===== src/ibb_pkg.sv =====
// ----------------------------------------------------------------------------
// ibb_pkg
// Types and constants shared by the I2C bit engine and its channels.
// ----------------------------------------------------------------------------
package ibb_pkg;

	localparam int unsigned BITS_PER_BYTE = 8;
	localparam int unsigned BIT_W = 4;
	localparam int unsigned DLY_W = 20;
	localparam int unsigned CFG_W = 16;

	localparam logic [2:0] MODE_START     = 3'd1;
	localparam logic [2:0] MODE_STOP      = 3'd2;
	localparam logic [2:0] MODE_WRITE     = 3'd3;
	localparam logic [2:0] MODE_READ_ACK  = 3'd4;
	localparam logic [2:0] MODE_READ_NACK = 3'd5;
	localparam logic [2:0] MODE_WAIT_ACK  = 3'd6;

	localparam logic REG_DELAY_UNIT    = 1'b0;
	localparam logic REG_TIMEOUT_LIMIT = 1'b1;

	localparam logic [CFG_W-1:0] DELAY_UNIT_RST    = 16'd1;
	localparam logic [CFG_W-1:0] TIMEOUT_LIMIT_RST = 16'd250;

	typedef enum logic [3:0] {
		PH_IDLE,
		PH_ST_B,
		PH_ST_C,
		PH_SP_B,
		PH_SP_END,
		PH_WR_HI,
		PH_WR_LO,
		PH_WR_NEXT,
		PH_RD_HI,
		PH_RD_NEXT,
		PH_AK_SDA,
		PH_AK_HI,
		PH_AK_LO,
		PH_WA_HI,
		PH_WA_POLL
	} phase_t;

	typedef struct packed {
		logic [2:0] mode;
		logic [7:0] data_byte;
		logic       sda_in;
	} req_t;

	typedef struct packed {
		logic       scl_out;
		logic       sda_out;
		logic       busy_res;
		logic       done_res;
		logic [7:0] read_data;
		logic       ack_timeout;
	} rsp_t;

	typedef struct packed {
		logic             index;
		logic [CFG_W-1:0] value;
	} cfg_t;

	typedef struct packed {
		logic [CFG_W-1:0] delay_unit;
		logic [CFG_W-1:0] timeout_limit;
	} eng_cfg_t;

endpackage


===== src/ibb_chan_if.sv =====
// ----------------------------------------------------------------------------
// ibb_chan_if
// Valid/ready channel carrying one payload of a given type.
// ----------------------------------------------------------------------------
interface ibb_chan_if #(
	parameter type T = logic
);
	logic valid;
	logic ready;
	T     data;

	modport source (output valid, output data, input ready);
	modport sink   (input valid, input data, output ready);
endinterface


===== src/ibb_engine.sv =====
// ----------------------------------------------------------------------------
// ibb_engine
// Pin sequencer state and next-tick logic; state advances on each request.
// ----------------------------------------------------------------------------
module ibb_engine (
	input  logic             clk,
	input  logic             arst_n,
	input  logic             step,
	input  ibb_pkg::req_t    req_data,
	input  ibb_pkg::eng_cfg_t cfg,
	output ibb_pkg::rsp_t    rsp_next
);

	ibb_pkg::phase_t                 phase_q, phase_d;
	logic [ibb_pkg::BIT_W-1:0]       bit_q, bit_d;
	logic [7:0]                      shift_q, shift_d;
	logic [ibb_pkg::DLY_W-1:0]       dly_q, dly_d;
	logic [ibb_pkg::CFG_W-1:0]       poll_q, poll_d;
	logic                            scl_q, scl_d;
	logic                            sda_q, sda_d;
	logic [7:0]                      last_q, last_d;
	logic                            rack_q, rack_d;
	logic                            tmo_q, tmo_d;
	logic                            done;
	logic [ibb_pkg::CFG_W:0]         poll_inc;
	logic                            poll_over;
	logic                            dly_zero;
	logic [ibb_pkg::DLY_W-1:0]       dly1, dly2, dly4;

	// ticks minus one for 1, 2 and 4 microseconds
	function automatic logic [ibb_pkg::DLY_W-1:0] ticks(
		input logic [ibb_pkg::CFG_W-1:0] unit,
		input logic [1:0]                sh
	);
		logic [ibb_pkg::DLY_W-1:0] u;
		u = (unit == '0) ? ibb_pkg::DLY_W'(1) : ibb_pkg::DLY_W'(unit);
		return (u << sh) - ibb_pkg::DLY_W'(1);
	endfunction

	assign dly1      = ticks(cfg.delay_unit, 2'd0);
	assign dly2      = ticks(cfg.delay_unit, 2'd1);
	assign dly4      = ticks(cfg.delay_unit, 2'd2);
	assign dly_zero  = (dly_q == '0);
	assign poll_inc  = {1'b0, poll_q} + 1'b1;
	assign poll_over = poll_inc > {1'b0, cfg.timeout_limit};

	// next phase
	always_comb begin
		phase_d = phase_q;
		if (phase_q == ibb_pkg::PH_IDLE) begin
			unique case (req_data.mode)
				ibb_pkg::MODE_START:     phase_d = ibb_pkg::PH_ST_B;
				ibb_pkg::MODE_STOP:      phase_d = ibb_pkg::PH_SP_B;
				ibb_pkg::MODE_WRITE:     phase_d = ibb_pkg::PH_WR_HI;
				ibb_pkg::MODE_READ_ACK,
				ibb_pkg::MODE_READ_NACK: phase_d = ibb_pkg::PH_RD_HI;
				ibb_pkg::MODE_WAIT_ACK:  phase_d = ibb_pkg::PH_WA_HI;
				default:                 phase_d = ibb_pkg::PH_IDLE;
			endcase
		end else if (dly_zero) begin
			unique case (phase_q)
				ibb_pkg::PH_ST_B:    phase_d = ibb_pkg::PH_ST_C;
				ibb_pkg::PH_SP_B:    phase_d = ibb_pkg::PH_SP_END;
				ibb_pkg::PH_WR_HI:   phase_d = ibb_pkg::PH_WR_LO;
				ibb_pkg::PH_WR_LO:   phase_d = ibb_pkg::PH_WR_NEXT;
				ibb_pkg::PH_WR_NEXT: begin
					phase_d = (bit_q >= ibb_pkg::BIT_W'(ibb_pkg::BITS_PER_BYTE)) ?
						ibb_pkg::PH_IDLE : ibb_pkg::PH_WR_HI;
				end
				ibb_pkg::PH_RD_HI:   phase_d = ibb_pkg::PH_RD_NEXT;
				ibb_pkg::PH_RD_NEXT: begin
					phase_d = (bit_q >= ibb_pkg::BIT_W'(ibb_pkg::BITS_PER_BYTE)) ?
						ibb_pkg::PH_AK_SDA : ibb_pkg::PH_RD_HI;
				end
				ibb_pkg::PH_AK_SDA:  phase_d = ibb_pkg::PH_AK_HI;
				ibb_pkg::PH_AK_HI:   phase_d = ibb_pkg::PH_AK_LO;
				ibb_pkg::PH_WA_HI:   phase_d = ibb_pkg::PH_WA_POLL;
				ibb_pkg::PH_WA_POLL: begin
					if (!req_data.sda_in) begin
						phase_d = ibb_pkg::PH_IDLE;
					end else if (poll_over) begin
						phase_d = ibb_pkg::PH_SP_B;
					end
				end
				default:             phase_d = ibb_pkg::PH_IDLE;
			endcase
		end
	end

	// pins, counters and flags
	always_comb begin
		bit_d   = bit_q;
		shift_d = shift_q;
		dly_d   = dly_q;
		poll_d  = poll_q;
		scl_d   = scl_q;
		sda_d   = sda_q;
		last_d  = last_q;
		rack_d  = rack_q;
		tmo_d   = tmo_q;
		done    = 1'b0;
		if (phase_q == ibb_pkg::PH_IDLE) begin
			unique case (req_data.mode)
				ibb_pkg::MODE_START: begin
					sda_d = 1'b1;
					scl_d = 1'b1;
					dly_d = dly4;
				end
				ibb_pkg::MODE_STOP: begin
					scl_d = 1'b0;
					sda_d = 1'b0;
					dly_d = dly4;
				end
				ibb_pkg::MODE_WRITE: begin
					shift_d = req_data.data_byte;
					bit_d   = '0;
					sda_d   = req_data.data_byte[7];
					dly_d   = dly2;
				end
				ibb_pkg::MODE_READ_ACK,
				ibb_pkg::MODE_READ_NACK: begin
					rack_d  = (req_data.mode == ibb_pkg::MODE_READ_ACK);
					shift_d = '0;
					bit_d   = '0;
					sda_d   = 1'b1;
					scl_d   = 1'b0;
					dly_d   = dly2;
				end
				ibb_pkg::MODE_WAIT_ACK: begin
					tmo_d  = 1'b0;
					poll_d = '0;
					sda_d  = 1'b1;
					dly_d  = dly1;
				end
				default: begin
				end
			endcase
		end else if (!dly_zero) begin
			dly_d = dly_q - 1'b1;
		end else begin
			unique case (phase_q)
				ibb_pkg::PH_ST_B: begin
					sda_d = 1'b0;
					dly_d = dly4;
				end
				ibb_pkg::PH_ST_C: begin
					scl_d = 1'b0;
					done  = 1'b1;
				end
				ibb_pkg::PH_SP_B: begin
					scl_d = 1'b1;
					sda_d = 1'b1;
					dly_d = dly4;
				end
				ibb_pkg::PH_SP_END: done = 1'b1;
				ibb_pkg::PH_WR_HI: begin
					scl_d = 1'b1;
					dly_d = dly2;
				end
				ibb_pkg::PH_WR_LO: begin
					scl_d = 1'b0;
					if (bit_q == ibb_pkg::BIT_W'(ibb_pkg::BITS_PER_BYTE - 1)) begin
						sda_d = 1'b1;
					end
					shift_d = {shift_q[6:0], 1'b0};
					bit_d   = bit_q + 1'b1;
					dly_d   = dly4;
				end
				ibb_pkg::PH_WR_NEXT: begin
					if (bit_q >= ibb_pkg::BIT_W'(ibb_pkg::BITS_PER_BYTE)) begin
						done = 1'b1;
					end else begin
						sda_d = shift_q[7];
						dly_d = dly2;
					end
				end
				ibb_pkg::PH_RD_HI: begin
					scl_d   = 1'b1;
					shift_d = {shift_q[6:0], req_data.sda_in};
					bit_d   = bit_q + 1'b1;
					dly_d   = dly1;
				end
				ibb_pkg::PH_RD_NEXT: begin
					scl_d = 1'b0;
					dly_d = dly2;
					if (bit_q >= ibb_pkg::BIT_W'(ibb_pkg::BITS_PER_BYTE)) begin
						last_d = shift_q;
					end
				end
				ibb_pkg::PH_AK_SDA: begin
					sda_d = !rack_q;
					dly_d = dly2;
				end
				ibb_pkg::PH_AK_HI: begin
					scl_d = 1'b1;
					dly_d = dly2;
				end
				ibb_pkg::PH_AK_LO: begin
					scl_d = 1'b0;
					done  = 1'b1;
				end
				ibb_pkg::PH_WA_HI: begin
					scl_d = 1'b1;
					dly_d = dly1;
				end
				ibb_pkg::PH_WA_POLL: begin
					if (!req_data.sda_in) begin
						scl_d = 1'b0;
						done  = 1'b1;
					end else if (poll_over) begin
						// timeout: flag it and run a stop
						tmo_d = 1'b1;
						scl_d = 1'b0;
						sda_d = 1'b0;
						dly_d = dly4;
					end else begin
						poll_d = poll_inc[ibb_pkg::CFG_W-1:0];
					end
				end
				default: begin
				end
			endcase
		end
	end

	always_ff @(posedge clk or negedge arst_n) begin
		if (!arst_n) begin
			phase_q <= ibb_pkg::PH_IDLE;
			bit_q   <= '0;
			shift_q <= '0;
			dly_q   <= '0;
			poll_q  <= '0;
			scl_q   <= 1'b1;
			sda_q   <= 1'b1;
			last_q  <= '0;
			rack_q  <= 1'b0;
			tmo_q   <= 1'b0;
		end else if (step) begin
			phase_q <= phase_d;
			bit_q   <= bit_d;
			shift_q <= shift_d;
			dly_q   <= dly_d;
			poll_q  <= poll_d;
			scl_q   <= scl_d;
			sda_q   <= sda_d;
			last_q  <= last_d;
			rack_q  <= rack_d;
			tmo_q   <= tmo_d;
		end
	end

	always_comb begin
		rsp_next.scl_out     = scl_d;
		rsp_next.sda_out     = sda_d;
		rsp_next.busy_res    = (phase_d != ibb_pkg::PH_IDLE);
		rsp_next.done_res    = done;
		rsp_next.read_data   = last_d;
		rsp_next.ack_timeout = tmo_d;
	end

endmodule


===== src/i2c_bit_bang_master.sv =====
// ----------------------------------------------------------------------------
// i2c_bit_bang_master
// I2C master pin engine; one request is one time tick of the bus sequencer.
//
//   channel  dir  payload
//   req      in   mode, data_byte, sda_in
//   rsp      out  scl_out, sda_out, busy_res, done_res, read_data, ack_timeout
//   cfg      in   index (0 delay_unit, 1 timeout_limit), value
//
// One request per clock while the result is not stalled; its result is registered and valid the next cycle.
// The engine state and the result register advance together, so the rate is
// set by that single register stage.
// A stalled result holds the request side off; cfg is always ready.
// Reset clears the engine to idle with both lines released.
// ----------------------------------------------------------------------------
module i2c_bit_bang_master (
	input logic       clk,
	input logic       arst_n,
	ibb_chan_if.sink   req,
	ibb_chan_if.source rsp,
	ibb_chan_if.sink   cfg
);

	ibb_pkg::eng_cfg_t cfg_q;
	ibb_pkg::rsp_t     rsp_next;
	ibb_pkg::rsp_t     rsp_q;
	logic              vld_q;
	logic              step;

	assign req.ready = !vld_q || rsp.ready;
	assign step      = req.valid && req.ready;
	assign cfg.ready = 1'b1;
	assign rsp.valid = vld_q;
	assign rsp.data  = rsp_q;

	always_ff @(posedge clk or negedge arst_n) begin
		if (!arst_n) begin
			cfg_q.delay_unit    <= ibb_pkg::DELAY_UNIT_RST;
			cfg_q.timeout_limit <= ibb_pkg::TIMEOUT_LIMIT_RST;
		end else if (cfg.valid) begin
			unique case (cfg.data.index)
				ibb_pkg::REG_DELAY_UNIT:    cfg_q.delay_unit    <= cfg.data.value;
				ibb_pkg::REG_TIMEOUT_LIMIT: cfg_q.timeout_limit <= cfg.data.value;
				default: begin
				end
			endcase
		end
	end

	ibb_engine u_engine (
		.clk      (clk),
		.arst_n   (arst_n),
		.step     (step),
		.req_data (req.data),
		.cfg      (cfg_q),
		.rsp_next (rsp_next)
	);

	always_ff @(posedge clk or negedge arst_n) begin
		if (!arst_n) begin
			vld_q <= 1'b0;
		end else if (step) begin
			vld_q <= 1'b1;
		end else if (rsp.ready) begin
			vld_q <= 1'b0;
		end
	end

	always_ff @(posedge clk) begin
		if (step) begin
			rsp_q <= rsp_next;
		end
	end

	a_done_not_busy: assert property (@(posedge clk) disable iff (!arst_n)
		rsp.valid |-> !(rsp.data.done_res && rsp.data.busy_res))
		else $error("done and busy together");

	a_req_gives_rsp: assert property (@(posedge clk) disable iff (!arst_n)
		(req.valid && req.ready) |=> rsp.valid)
		else $error("request without result");

	a_stall_blocks: assert property (@(posedge clk) disable iff (!arst_n)
		(rsp.valid && !rsp.ready) |-> !req.ready)
		else $error("request taken while result stalled");

endmodule


===== src/flat_wrapper.sv =====
// flat-port wrapper written by rule: the top's interface ports become plain ports
module i2c_bit_bang_master_flat 
  (clk, arst_n, req_valid, req_data, req_ready, rsp_valid, rsp_data, rsp_ready, cfg_valid, cfg_data, cfg_ready);
  ibb_chan_if #(.T(ibb_pkg::req_t)) req_i ();
  ibb_chan_if #(.T(ibb_pkg::rsp_t)) rsp_i ();
  ibb_chan_if #(.T(ibb_pkg::cfg_t)) cfg_i ();
  input logic clk;
  input logic arst_n;
  input wire logic [$bits(req_i.valid)-1:0] req_valid;
  input wire logic [$bits(req_i.data)-1:0] req_data;
  output wire logic [$bits(req_i.ready)-1:0] req_ready;
  output wire logic [$bits(rsp_i.valid)-1:0] rsp_valid;
  output wire logic [$bits(rsp_i.data)-1:0] rsp_data;
  input wire logic [$bits(rsp_i.ready)-1:0] rsp_ready;
  input wire logic [$bits(cfg_i.valid)-1:0] cfg_valid;
  input wire logic [$bits(cfg_i.data)-1:0] cfg_data;
  output wire logic [$bits(cfg_i.ready)-1:0] cfg_ready;
  assign req_i.valid = req_valid;
  assign req_i.data = req_data;
  assign req_ready = req_i.ready;
  assign rsp_valid = rsp_i.valid;
  assign rsp_data = rsp_i.data;
  assign rsp_i.ready = rsp_ready;
  assign cfg_i.valid = cfg_valid;
  assign cfg_i.data = cfg_data;
  assign cfg_ready = cfg_i.ready;
  i2c_bit_bang_master u_core (.clk(clk), .arst_n(arst_n), .req(req_i), .rsp(rsp_i), .cfg(cfg_i));
endmodule

===== config.mk =====
export PLATFORM = sky130hd
export DESIGN_NAME = i2c_bit_bang_master_flat
export DESIGN_NICKNAME = d
export VERILOG_FILES = /design/src/ibb_pkg.sv /design/src/ibb_chan_if.sv /design/src/ibb_engine.sv /design/src/i2c_bit_bang_master.sv /design/src/flat_wrapper.sv
export SDC_FILE = /design/constraint.sdc
export NUM_CORES = 1
export LEC_CHECK = 0
export BUFFER_PORTS_ARGS = -buffer_cell sky130_fd_sc_hd__buf_4
export CORE_ASPECT_RATIO = 0.75
export CORE_UTILIZATION = 42
export CTS_BUF_LIST = sky130_fd_sc_hd__clkbuf_4
export CTS_CLUSTER_DIAMETER = 80
export DETAILED_ROUTE_END_ITERATION = 6
export GPL_TIMING_DRIVEN = 0
export PLACE_DENSITY = 0.66
export RECOVER_POWER = 100
export REMOVE_ABC_BUFFERS = 1
export SETUP_SLACK_MARGIN = 0.3
export SLEW_MARGIN = 20
export SYNTH_ARGS = -nofsm -noshare
export SYNTH_HDL_FRONTEND = slang
export SYNTH_SLANG_ARGS = --single-unit

===== constraint.sdc =====
create_clock -name clk -period 5.5 [get_ports clk]
set_clock_uncertainty 0.15 [all_clocks]
set_input_delay 0.275 -clock clk [delete_from_list [all_inputs] [get_ports clk]]
set_output_delay 0.275 -clock clk [all_outputs]
set_load 0.05 [all_outputs]

==> results.py <==
metrics = {
    "outcome": {
        "status": "finished, violations left",
        "violations": "capacitance limit, slew limit",
    },
    "finish": {
        "nNetsFinal": 927,
        "final_area_sq_um": 8169,
        "syn2layout_area_growth_pct": 11.13,
        "drive_above_1_share": 0.1288,
        "finalNonFillerCells": 1114,
        "nFillCells": 1677,
    },
    "floorplan": {
        "core.rowCount": 41,
        "die_h_um": 116.6,
        "die_area_sq_um": 18040,
        "start_util": 0.4329,
        "coreArea_sq_um": 16980,
        "num_io_pins": 50,
        "die_x_um": 154.8,
    },
    "global_route": {
        "grt_pass1_vias": 6069,
        "grt_overflow_total": 0,
        "grt_max_degree": 98,
        "top_usage_layer": "met1",
        "grt_antenna_before_repair": 1,
        "use_met2": 0.3309,
        "use_met1": 0.3412,
        "grt_pass1_wl_um": 32300,
        "grtUsageTotal": 0.2259,
        "grt_util_met3": 0.03822,
    },
    "timing": {
        "fmax_mhz": 206.8,
        "finalSetupViolations": 0,
        "setup_ws_ns": 0.6649,
        "drv_slew": 123,
        "finalSetupTns_ns": 0,
        "post-route-period-util": 0.8791,
        "finalHoldViolations": 0,
        "period_minus_slack_ns": 4.835,
        "relSlewSlack": -0.6856,
        "worst_pin_slew_ns": 2.528,
        "rsz0062_at_grt": "false",
    },
    "logic_synthesis": {
        "yosys_warnings": 0,
        "synth_area_per_cell_sq_um": 8.889,
        "yosysTopAreaCellShare": 0.2996,
        "ys_types": 76,
        "synth_edf_count": 13,
        "synthTopCellsByCount": "96 x nor2_1, 88 x dfrtp_1, 63 x nand2_1",
        "ys_ff_latch": 110,
        "syn_inst": 827,
        "async_reset_ff_frac": 0.8818,
        "synth_seq_area_share": 0.3849,
        "ys.flop_type": "dfrtp_1",
        "synth_top_area_cell": "dfrtp_1",
        "mappedNetlistArea_sq_um": 7351,
        "post-synth-top-count-cell": "nor2_1",
        "synth_area_leaders": "dfrtp_1 30%, mux2_2 5.4%, edfxtp_1 5.3%",
    },
    "power_and_ir_drop": {
        "peakVddDrop_v": 0.0001580,
        "power_mw": 2.406,
        "p_leak_nw": 3.260,
        "power_density_nw_per_um2": 294.5,
    },
    "placed_design": {
        "gp_congestion": 0.9058,
        "postPlaceCellArea_sq_um": 7865,
        "dpl.hpwl_um": 13560,
        "post-place-cells": 1069,
        "port-buffer-count": 48,
        "dp_slack_ns": -0.006973,
    },
    "critical_path": {
        "crit_arrival_ns": 5.08,
        "cp-start-kind": "register",
        "cp-end-kind": "register",
        "worst_ep_required_time_ns": 5.74,
        "r2r_cells": 15,
        "critPathKind": "register to register",
        "cp_max_fo": 16,
    },
    "routing": {
        "vias_per_cell": 5.832,
        "wire_per_inst_um": 17.43,
        "vias": 6497,
        "ant_nets": 0,
        "first_iter_violations": 637,
        "drc": 0,
        "dr.pass1.iters": 6,
        "totalWireLength_um": 19410,
    },
    "clocking": {
        "htreeDepth": 3,
        "cts_made_buffers": 9,
        "clk_latency_ns": 0.49,
        "cts_sinks": 110,
        "ctsRootBufferMaster": "clkbuf_4",
        "cts_tree": "built",
        "clk_pin_slew_worst_paths_ns": 0.18,
        "cts_buffer_depth": 2,
    },
    "hold_path": {
        "hold_path.class": "primary input to register",
        "hold_path_depth": 4,
    },
    "flow_run": {
        "maxCapViolations": 2,
    },
}
power by group:
| group | internal, mW | total (mW) | switching [mW] | leakage [nW] |
|---|---|---|---|---|
| clock | 0.152 | 0.447 | 0.295 | 0.0806 |
| combinational | 0.323 | 0.809 | 0.486 | 1.88 |
| sequential | 0.977 | 1.15 | 0.173 | 1.30 |
| total | 1.45 | 2.41 | 0.954 | 3.26 |
critical path, cell delays in order, from the launching register on:
cell and delay, ns:
dfrtp_1 0.46, nand3_1 0.17, nor4_2 0.58, nand3_1 0.27
nor2_1 0.27, nand3_1 0.13, xnor2_1 0.16, ha_1 0.32
nand3_1 0.19, nor4_1 0.35, a2bb2oi_1 0.17, a211oi_4 0.22
buf_4 0.18, nand3_2 0.25, a21o_1 0.50, mux2_2 0.36
final cells by class:
class	count	area, sq um	share of cell area
Antenna cell	1	2.502	0.0003063
Tap cell	236	295.3	0.03615
Timing Repair Buffer	82	606.8	0.07428
Inverter	34	127.6	0.01562
Sequential cell	110	2829	0.3463
Clock buffer	10	75.07	0.009190
Clock inverter	6	77.57	0.009496
Multi-Input combinational cell	635	4155	0.5087
flip-flops by register name, summed over array words and instances, names as in the netlist:
name	count
u_core.u_engine.dly_q	20
u_core.u_engine.tmo_q	1
u_core.u_engine.sda_q	1
u_core.cfg_q	32
u_core.u_engine.scl_q	1
u_core.u_engine.shift_q	8
u_core.u_engine.rack_q	1
u_core.rsp.valid	1
u_core.u_engine.phase_q	4
u_core.u_engine.bit_q	4
u_core.u_engine.poll_q	16
u_core.rsp.data	13
u_core.u_engine.last_q	8
timing repair:
action	in CTS	in global routing
resized for setup	4	0
pin swaps	0	1
hold buffers	26	0
setup endpoints to repair	29	36
setup buffers	0	2
hold endpoints to repair	127	0
cells by family after synthesis:
logic type | share of synthesized area
AO/OA/AOI/OAI | 0.2131
XOR/XNOR | 0.04170
adder cells (fa/ha/maj) | 0.03574
buffers and inverters | 0.04494
flip-flops | 0.3849
multiplexers | 0.08221
other | 0.0005101
AND/OR/NAND/NOR | 0.1969
path summary, 6_finish.rpt:
path	startpoint	endpoint	slack (ns)
min in group asynchronous	arst_n	u_core.u_engine.last_q[1]	0.90
min reg2reg	u_core.u_engine.rack_q	u_core.u_engine.rack_q	0.35
max reg2reg	u_core.u_engine.poll_q[2]	u_core.u_engine.poll_q[0]	0.66
max in group asynchronous	arst_n	u_core.u_engine.dly_q[11]	2.80
max	u_core.u_engine.poll_q[2]	u_core.u_engine.poll_q[0]	0.66
min	req_data[3]	u_core.u_engine.shift_q[2]	0.07
layout by cell type (no fill, tap or decap), types with 6 or more instances in the layout:
master,instances
a21oi_1,53
a22o_1,8
a22oi_1,6
a31oi_1,8
and3_1,12
buf_4,34
clkbuf_1,17
clkbuf_4,11
dfrtp_1,88
dfstp_2,9
dlygate4sd3_1,26
edfxtp_1,13
ha_1,21
inv_1,32
mux2_1,8
mux2_2,35
mux2i_1,9
nand2_1,63
nand2b_1,9
nand3_1,28
nand3b_1,6
nand4_1,8
nor2_1,95
nor2b_1,6
nor3_1,25
nor4_1,10
o21ai_0,42
o21ai_1,13
o221ai_1,16
o22a_1,7
o22ai_1,14
o2bb2ai_1,8
or3_1,8
xnor2_1,16
xor2_1,19
metal layers:
metal	vias up	wire [um]	part of all wire
met3	14	1491	0.077
met1	3104	9672	0.50
met2	246	8074	0.42
met4	0	174	0.0090
met5	-	0	0
li1	3133	-	-
metrics by stage:
stage	utilization	hold WS, ns
CTS	0.4888	0.003794
finish	0.4811	0.06776
detailed placement	0.4632	0.3087
floorplan	-	-0.1706
global placement	0.4596	0.3132
global route	0.4811	0.04804
Power figures use the tool's default switching activity.
